`src/rtl/core/gcl_pkg.sv`:
```
// ----------------------------------------------------------------------------
// gcl_pkg: shared types and constants for the gcd/lcm unit
// Result widths, controller state encoding and the command and status
// groups that pass between the controller and the datapath.
// ----------------------------------------------------------------------------
package gcl_pkg;

  localparam int GCD_WIDTH = 32;
  localparam int LCM_WIDTH = 64;
  localparam int IN_WIDTH  = 32;

  typedef enum logic [2:0] {
    ST_IDLE,
    ST_CHECK,
    ST_GCD_DIV,
    ST_SWAP,
    ST_LCM_DIV,
    ST_MUL,
    ST_FINISH
  } state_t;

  // Controller to datapath
  typedef struct packed {
    logic load;         // capture new operands
    logic div_init;     // start a division
    logic div_src_lcm;  // 0: x / y (euclid), 1: a / x (lcm)
    logic div_step;     // one restoring-division bit
    logic swap;         // x <= y, y <= remainder
    logic mul;          // product <= quotient * b
    logic out_load;     // move result into the output register
  } cmd_t;

  // Datapath to controller
  typedef struct packed {
    logic x_zero;
    logic y_zero;
    logic div_last;
  } stat_t;

endpackage

```
`src/rtl/core/gcd_lcm_unit.sv`:
```
// ----------------------------------------------------------------------------
// gcd_lcm_unit: greatest common divisor and least common multiple
// Euclidean gcd with an exact double-width lcm; one result beat per input
// beat; a new item is computed while the last result waits for out_ready.
// ----------------------------------------------------------------------------
// Send two unsigned operands on the in_ channel and take one result beat on
// the out_ channel: the gcd, the lcm (a/gcd)*b exact at 64 bits, and
// out_zero_error, which flags both operands zero (gcd 0, lcm 0). If only one
// operand is zero the gcd is the other operand and the lcm is 0. Only the
// low OPERAND_WIDTH bits of each operand are used. A single restoring
// divider, one quotient bit per cycle, sets the latency; it serves every
// Euclidean step and the lcm division, and a multiply then forms the lcm.
// The number of remainder iterations is at most about 47 for 32-bit
// operands, typically a handful. The block takes a new beat only once the
// previous item has moved into the output register, so a stalled result
// beat does not hold back the next item's computation.
// ----------------------------------------------------------------------------
module gcd_lcm_unit #(
  parameter int OPERAND_WIDTH = 32
) (
  input  logic                            clk,
  input  logic                            rst_n,
  input  logic                            in_valid,
  output logic                            in_ready,
  input  logic [gcl_pkg::IN_WIDTH-1:0]    in_operand_a,
  input  logic [gcl_pkg::IN_WIDTH-1:0]    in_operand_b,
  output logic                            out_valid,
  input  logic                            out_ready,
  output logic [gcl_pkg::GCD_WIDTH-1:0]   out_gcd_value,
  output logic [gcl_pkg::LCM_WIDTH-1:0]   out_lcm_value,
  output logic                            out_zero_error
);

  gcl_pkg::cmd_t  cmd;
  gcl_pkg::stat_t stat;

  // drop operand bits above the configured width
  logic [OPERAND_WIDTH-1:0] opa, opb;
  assign opa = in_operand_a[OPERAND_WIDTH-1:0];
  assign opb = in_operand_b[OPERAND_WIDTH-1:0];

  gcl_ctrl u_ctrl (
    .clk       (clk),
    .rst_n     (rst_n),
    .in_valid  (in_valid),
    .in_ready  (in_ready),
    .out_valid (out_valid),
    .out_ready (out_ready),
    .stat      (stat),
    .cmd       (cmd)
  );

  gcl_dpath #(
    .W (OPERAND_WIDTH)
  ) u_dpath (
    .clk     (clk),
    .opa     (opa),
    .opb     (opb),
    .cmd     (cmd),
    .stat    (stat),
    .gcd_out (out_gcd_value),
    .lcm_out (out_lcm_value),
    .err_out (out_zero_error)
  );

endmodule

```
`src/rtl/core/gcl_ctrl.sv`:
```
// ----------------------------------------------------------------------------
// gcl_ctrl: sequencer for the gcd/lcm unit
// Steps the Euclidean loop, the lcm division and the multiply, and owns
// both channel handshakes.
// ----------------------------------------------------------------------------
module gcl_ctrl (
  input  logic            clk,
  input  logic            rst_n,
  input  logic            in_valid,
  output logic            in_ready,
  output logic            out_valid,
  input  logic            out_ready,
  input  gcl_pkg::stat_t  stat,
  output gcl_pkg::cmd_t   cmd
);

  gcl_pkg::state_t state_r, state_nxt;
  logic            out_valid_r, out_valid_nxt;
  logic            out_free;

  assign out_free  = !out_valid_r || out_ready;
  assign in_ready  = (state_r == gcl_pkg::ST_IDLE);
  assign out_valid = out_valid_r;

  always_comb begin
    state_nxt = state_r;
    case (state_r)
      gcl_pkg::ST_IDLE: begin
        if (in_valid) state_nxt = gcl_pkg::ST_CHECK;
      end
      gcl_pkg::ST_CHECK: begin
        if (!stat.y_zero)     state_nxt = gcl_pkg::ST_GCD_DIV;
        else if (stat.x_zero) state_nxt = gcl_pkg::ST_FINISH;
        else                  state_nxt = gcl_pkg::ST_LCM_DIV;
      end
      gcl_pkg::ST_GCD_DIV: begin
        if (stat.div_last) state_nxt = gcl_pkg::ST_SWAP;
      end
      gcl_pkg::ST_SWAP: state_nxt = gcl_pkg::ST_CHECK;
      gcl_pkg::ST_LCM_DIV: begin
        if (stat.div_last) state_nxt = gcl_pkg::ST_MUL;
      end
      gcl_pkg::ST_MUL: state_nxt = gcl_pkg::ST_FINISH;
      gcl_pkg::ST_FINISH: begin
        if (out_free) state_nxt = gcl_pkg::ST_IDLE;
      end
      default: state_nxt = gcl_pkg::ST_IDLE;
    endcase
  end

  always_comb begin
    cmd = '0;
    case (state_r)
      gcl_pkg::ST_IDLE: cmd.load = in_valid;
      gcl_pkg::ST_CHECK: begin
        cmd.div_init    = !stat.y_zero || !stat.x_zero;
        cmd.div_src_lcm = stat.y_zero;
      end
      gcl_pkg::ST_GCD_DIV: cmd.div_step = 1'b1;
      gcl_pkg::ST_SWAP:    cmd.swap = 1'b1;
      gcl_pkg::ST_LCM_DIV: cmd.div_step = 1'b1;
      gcl_pkg::ST_MUL:     cmd.mul = 1'b1;
      gcl_pkg::ST_FINISH:  cmd.out_load = out_free;
      default:             cmd = '0;
    endcase
  end

  always_comb begin
    out_valid_nxt = out_valid_r;
    if (cmd.out_load)     out_valid_nxt = 1'b1;
    else if (out_ready)   out_valid_nxt = 1'b0;
  end

  always_ff @(posedge clk) begin
    if (!rst_n) begin
      state_r     <= gcl_pkg::ST_IDLE;
      out_valid_r <= 1'b0;
    end else begin
      state_r     <= state_nxt;
      out_valid_r <= out_valid_nxt;
    end
  end

endmodule

```
`src/rtl/core/gcl_dpath.sv`:
```
// ----------------------------------------------------------------------------
// gcl_dpath: datapath for the gcd/lcm unit
// Euclid registers, a shared one-bit-per-cycle restoring divider, the
// quotient-by-operand multiplier and the output register.
// ----------------------------------------------------------------------------
module gcl_dpath #(
  parameter int W = 32
) (
  input  logic                            clk,
  input  logic [W-1:0]                    opa,
  input  logic [W-1:0]                    opb,
  input  gcl_pkg::cmd_t                   cmd,
  output gcl_pkg::stat_t                  stat,
  output logic [gcl_pkg::GCD_WIDTH-1:0]   gcd_out,
  output logic [gcl_pkg::LCM_WIDTH-1:0]   lcm_out,
  output logic                            err_out
);

  localparam int CW = $clog2(W);
  localparam int GW = gcl_pkg::GCD_WIDTH;
  localparam int LW = gcl_pkg::LCM_WIDTH;

  logic [W-1:0]    a_r, b_r, x_r, y_r;
  logic [W-1:0]    rem_r, quo_r, dvs_r;
  logic [CW-1:0]   cnt_r;
  logic [2*W-1:0]  prod_r;
  logic [GW-1:0]   gcd_r;
  logic [LW-1:0]   lcm_r;
  logic            err_r;

  logic [W:0]      shifted, diff;
  logic            ge;
  logic [W-1:0]    rem_nxt, quo_nxt;

  // restoring step: shift in the next dividend bit, subtract when it fits
  assign shifted = {rem_r, quo_r[W-1]};
  assign diff    = shifted - {1'b0, dvs_r};
  assign ge      = !diff[W];
  assign rem_nxt = ge ? diff[W-1:0] : shifted[W-1:0];
  assign quo_nxt = {quo_r[W-2:0], ge};

  assign stat.x_zero   = (x_r == '0);
  assign stat.y_zero   = (y_r == '0);
  assign stat.div_last = (cnt_r == '0);

  always_ff @(posedge clk) begin
    if (cmd.load) begin
      a_r <= opa;
      b_r <= opb;
      x_r <= opa;
      y_r <= opb;
    end
    if (cmd.div_init) begin
      rem_r <= '0;
      cnt_r <= CW'(W - 1);
      if (cmd.div_src_lcm) begin
        quo_r <= a_r;
        dvs_r <= x_r;
      end else begin
        quo_r <= x_r;
        dvs_r <= y_r;
      end
    end
    if (cmd.div_step) begin
      rem_r <= rem_nxt;
      quo_r <= quo_nxt;
      cnt_r <= cnt_r - 1'b1;
    end
    if (cmd.swap) begin
      x_r <= y_r;
      y_r <= rem_r;
    end
    if (cmd.mul) begin
      prod_r <= quo_r * b_r;
    end
    if (cmd.out_load) begin
      gcd_r <= GW'(x_r);
      err_r <= stat.x_zero;
      lcm_r <= stat.x_zero ? '0 : LW'(prod_r);
    end
  end

  assign gcd_out = gcd_r;
  assign lcm_out = lcm_r;
  assign err_out = err_r;

endmodule
```
`config.mk`:
```
export PLATFORM = sky130hd
export DESIGN_NAME = gcd_lcm_unit
export DESIGN_NICKNAME = d
export VERILOG_FILES = /design/src/rtl/core/gcl_pkg.sv /design/src/rtl/core/gcd_lcm_unit.sv /design/src/rtl/core/gcl_ctrl.sv /design/src/rtl/core/gcl_dpath.sv
export SDC_FILE = /design/constraint.sdc
export NUM_CORES = 2
export LEC_CHECK = 0
export ABC_AREA = 1
export BUFFER_PORTS_ARGS = -buffer_cell sky130_fd_sc_hd__buf_2
export CAP_MARGIN = 20
export CORE_ASPECT_RATIO = 0.8
export CORE_UTILIZATION = 48
export DETAILED_ROUTE_END_ITERATION = 10
export GPL_ROUTABILITY_DRIVEN = 0
export PLACE_DENSITY = 0.61
export SLEW_MARGIN = 30
export SYNTH_ARGS = -nofsm -noshare
export SYNTH_HDL_FRONTEND = slang
export SYNTH_SLANG_ARGS = --single-unit
```
`constraint.sdc`:
```
create_clock -name clk -period 15.95 [get_ports clk]
set_input_delay 3.19 -clock clk [delete_from_list [all_inputs] [get_ports clk]]
set_output_delay 3.19 -clock clk [all_outputs]
set_load 0.02 [all_outputs]
```
==> summary.md <==
| Metric | Value |
|---|---|
| Result of the run | finished clean |
| Remaining routing DRC violations | 0 |
| CTS tree | built |
| Num CTS Buffers | 39 |
| Number of setup violations in the final report | 0 |
| Total Routed Length | 160000 microns |
| Crit path buf inv count | 6 |
| CP endpoint kind | flip-flop |
| CP most frequent cell | sky130_fd_sc_hd__fa_1 |
| Number of top-level design ports | 167 |
| Seq/Total Area, Yosys | 22.21% |
| Height of the chip | 299.5 microns |
| Area of the die | 111900 sq um |
| Nature of the critical path startpoint | flip-flop |
| Cell Rows | 108 |
| Core Box Area | 109100 sq um |
| Final-layout setup total negative slack | 0 ns |
| Area fraction of the dominant cell type after synthesis | 33.83% |
| Fin crit period | 7.519 ns |
| Worst clock skew | 0.04369 ns |
| Global Route Usage Sum | 29.12% |
| Pin count of the biggest net entering global routing | 78 |
| DP Wirelength | 120200 microns |
| Buffer depth of the longest clock path | 3 |
| Post-CTS setup-driven buffer insertion count | 0 |
| Type of the worst setup path | reg -> reg |
| Antenna-violating nets left | 0 |
| Overall via count from detail_route | 41243 |
| Area added between synthesis and finish | 6.470% |
| Max capacitance violation total | 0 |
| Number of warnings printed during yosys synthesis | 0 |
| Maximum clock frequency | 0.1330 GHz |
| Post-Syn Area per Cell | 8.234 sq um |
| Count of H-tree levels built during CTS | 2 |
| Gate family responsible for the most delay along the worst path | adder cells |
| Cell type of the slowest stage on the worst timing path | sky130_fd_sc_hd__fa_1 |
| Worst-case setup margin in the final layout | 8.431 ns |
| Overflow left after global routing | 0 |
| Max transition margin | 35.44% |
| EDFF count, synth | 390 |
| Maximum cell stage delay along the critical path | 0.58 ns |
| RSZ-0062 raised after global routing | no |
| Detailed-route wire length per cell | 20.20 microns |
| Share of flip-flops with an asynchronous set or reset | 0% |
| Number of global-route vias before repair | 42014 |
| Initial standard-cell utilization of the core | 48.68% |
| Insertion delay to the later sink of the worst-skew pair | 0.62 ns |
| Post-synth design cell area | 53090 sq um |
| Least-Margin Pin Slew | 0.9684 ns |
| Critical Path AT | 7.87 ns |
| Clk sink count | 394 |
| Buffers added on ports | 166 |
| CP max FO | 26 |
| Utilization after layout | 51.83% |
| Ranking of synthesized cells by instance count | sky130_fd_sc_hd__inv_1 (1917), sky130_fd_sc_hd__nand2_1 (1794), sky130_fd_sc_hd__fa_1 (897) |
| Vias per cell | 5.207 |
| Number of synthesized register bits | 394 |
| Primary flip-flop cell chosen by synthesis mapping | sky130_fd_sc_hd__edfxtp_1 |
| Final Slew Violations | 0 |
| Cell variety after synth | 40 |
| Number of instances in the synthesized netlist | 6447 |
| Antenna violations before repair | 4 |
| Ratio of cells with drive above 1 in the final layout | 5.702% |
| Largest cells by area after synthesis | sky130_fd_sc_hd__fa_1 (34%), sky130_fd_sc_hd__edfxtp_1 (22%), sky130_fd_sc_hd__inv_1 (14%) |
| Pre-CTS WS | 8.498 ns |
| Class of the tightest hold or removal check | reg -> reg |
| Cell chosen for the clock root | sky130_fd_sc_hd__clkbuf_16 |
| Nets in the synthesized netlist | 7708 |
| Number of detailed-routing iterations run before antenna repair | 7 |
| Horizontal die dimension | 373.8 microns |
| Final hold vios | 0 |
| Area after DPL | 55280 sq um |
| Count of nets after finishing | 7722 |
| Worst-path cell chain | buf_4, nand2_1, fa_1, fa_1, fa_1, fa_1, inv_1, fa_1, fa_1, fa_1, inv_1, fa_1, inv_1, ha_1, nand2_1, nor2_1, inv_1, nor2_1, nand2_1, inv_1, nand2_1, nand2_1, xor2_1 |
| Hold buffers post-CTS | 0 |
| Post-route fraction of the period consumed by the critical path | 47.14% |
| Cell taking the most area after synthesis | sky130_fd_sc_hd__fa_1 |
| First-pass GRT wire length | 247600 microns |
| Iter 0 DRT Violations | 4207 |
| Worst path required time | 16.31 ns |
| Number of gates resized after cts | 0 |
| Clk pin slew, worst setup/hold paths | 0.07 ns |
| Layout Cell Area excl Fill | 56520 sq um |
| Leading cell type by number of instances after synthesis | sky130_fd_sc_hd__inv_1 |
## layout make-up
class	count	area, sq um
Clock buffer	44	994.7
Multi-Input combinational cell	3861	33080
Tap cell	1430	1789
Inverter	1924	7222
Clock inverter	25	244.0
Sequential cell	394	11790
Antenna cell	1	2.502
Fill cell	10382	52530
Timing Repair Buffer	241	1398
## registers in the layout (all words and copies together), names as in the netlist
signal            count
u_ctrl.out_valid      1
u_dpath.x_r          32
u_dpath.y_r          32
u_dpath.b_r          32
u_dpath.err_out       1
u_dpath.dvs_r        32
u_dpath.gcd_out      32
u_dpath.quo_r        32
u_dpath.rem_r        32
u_dpath.prod_r       64
u_dpath.a_r          32
u_dpath.lcm_out      64
u_ctrl.state_r        3
u_dpath.cnt_r         5
## per-stage QoR
step                      hold slack (ns)  instances
after floorplan                    0.4264       6447
after detailed placement           0.4334       7850
after global placement             0.4359       7850
after global routing               0.4668       7919
after CTS                          0.4508       7919
final                              0.4505       7920
## cell families after synthesis
family / after synthesis / synth area share [%]
and+or+nand+nor: 2275 / 16.76
buffers and inverters: 2192 / 15.60
adders and majority gates: 1193 / 40.80
DFF: 394 / 22.21
AOI/OAI and AO/OA: 304 / 3.010
xor gates and xnor gates: 59 / 0.9734
muxes: 30 / 0.6363
## routing by layer
metal	part of all wire, %	global-route usage, %
met5	0.014	0
met4	2.4	6.594
met3	11	6.128
met2	42	43.34
met1	45	43.56
## cells in the final DEF (no fill, tap or decap), types with 3 or more instances in the layout
cell / synthesis / final
sky130_fd_sc_hd__or2_2: 3 / 3
sky130_fd_sc_hd__nor2_2: 5 / 5
sky130_fd_sc_hd__nand4_1: 33 / 33
sky130_fd_sc_hd__clkinv_1: 1 / 4
sky130_fd_sc_hd__inv_6: 0 / 3
sky130_fd_sc_hd__clkinvlp_4: 0 / 3
sky130_fd_sc_hd__mux2_2: 30 / 30
sky130_fd_sc_hd__clkbuf_16: 0 / 39
sky130_fd_sc_hd__edfxtp_1: 390 / 390
sky130_fd_sc_hd__dfxtp_1: 4 / 4
sky130_fd_sc_hd__nand2_2: 8 / 8
sky130_fd_sc_hd__xnor2_1: 16 / 16
sky130_fd_sc_hd__o21ai_1: 11 / 11
sky130_fd_sc_hd__a21o_1: 3 / 3
sky130_fd_sc_hd__fa_1: 897 / 897
sky130_fd_sc_hd__nor2_1: 311 / 309
sky130_fd_sc_hd__inv_2: 6 / 7
sky130_fd_sc_hd__a21oi_1: 133 / 133
sky130_fd_sc_hd__ha_1: 296 / 296
sky130_fd_sc_hd__xor2_1: 43 / 43
sky130_fd_sc_hd__nand2_4: 3 / 4
sky130_fd_sc_hd__clkinv_4: 0 / 3
sky130_fd_sc_hd__o21ai_0: 133 / 132
sky130_fd_sc_hd__clkinv_2: 0 / 7
sky130_fd_sc_hd__nand2_1: 1794 / 1792
sky130_fd_sc_hd__buf_2: 9 / 166
sky130_fd_sc_hd__nor3_1: 13 / 13
sky130_fd_sc_hd__nand3b_1: 11 / 11
sky130_fd_sc_hd__clkbuf_1: 240 / 5
sky130_fd_sc_hd__o21bai_1: 19 / 19
sky130_fd_sc_hd__inv_1: 1917 / 1916
sky130_fd_sc_hd__nand3_1: 86 / 85
sky130_fd_sc_hd__buf_4: 0 / 74
## worst paths after layout
| check | cells past startpoint | start | slack [ns] | endpoint |
|---|---|---|---|---|
| worst min register to register | 0 | u_dpath.x_r[1] | 0.45 | u_dpath.gcd_out[1] |
| worst max-delay path | 23 | u_dpath.quo_r[27] | 8.43 | u_dpath.prod_r[42] |
| worst max register to register | 23 | u_dpath.quo_r[27] | 8.43 | u_dpath.prod_r[42] |
| worst min-delay path | 0 | u_dpath.x_r[1] | 0.45 | u_dpath.gcd_out[1] |
Power is left out: the tool's default activity adds up to more than one toggle a clock period on the data nets, which glitch-free logic cannot reach.
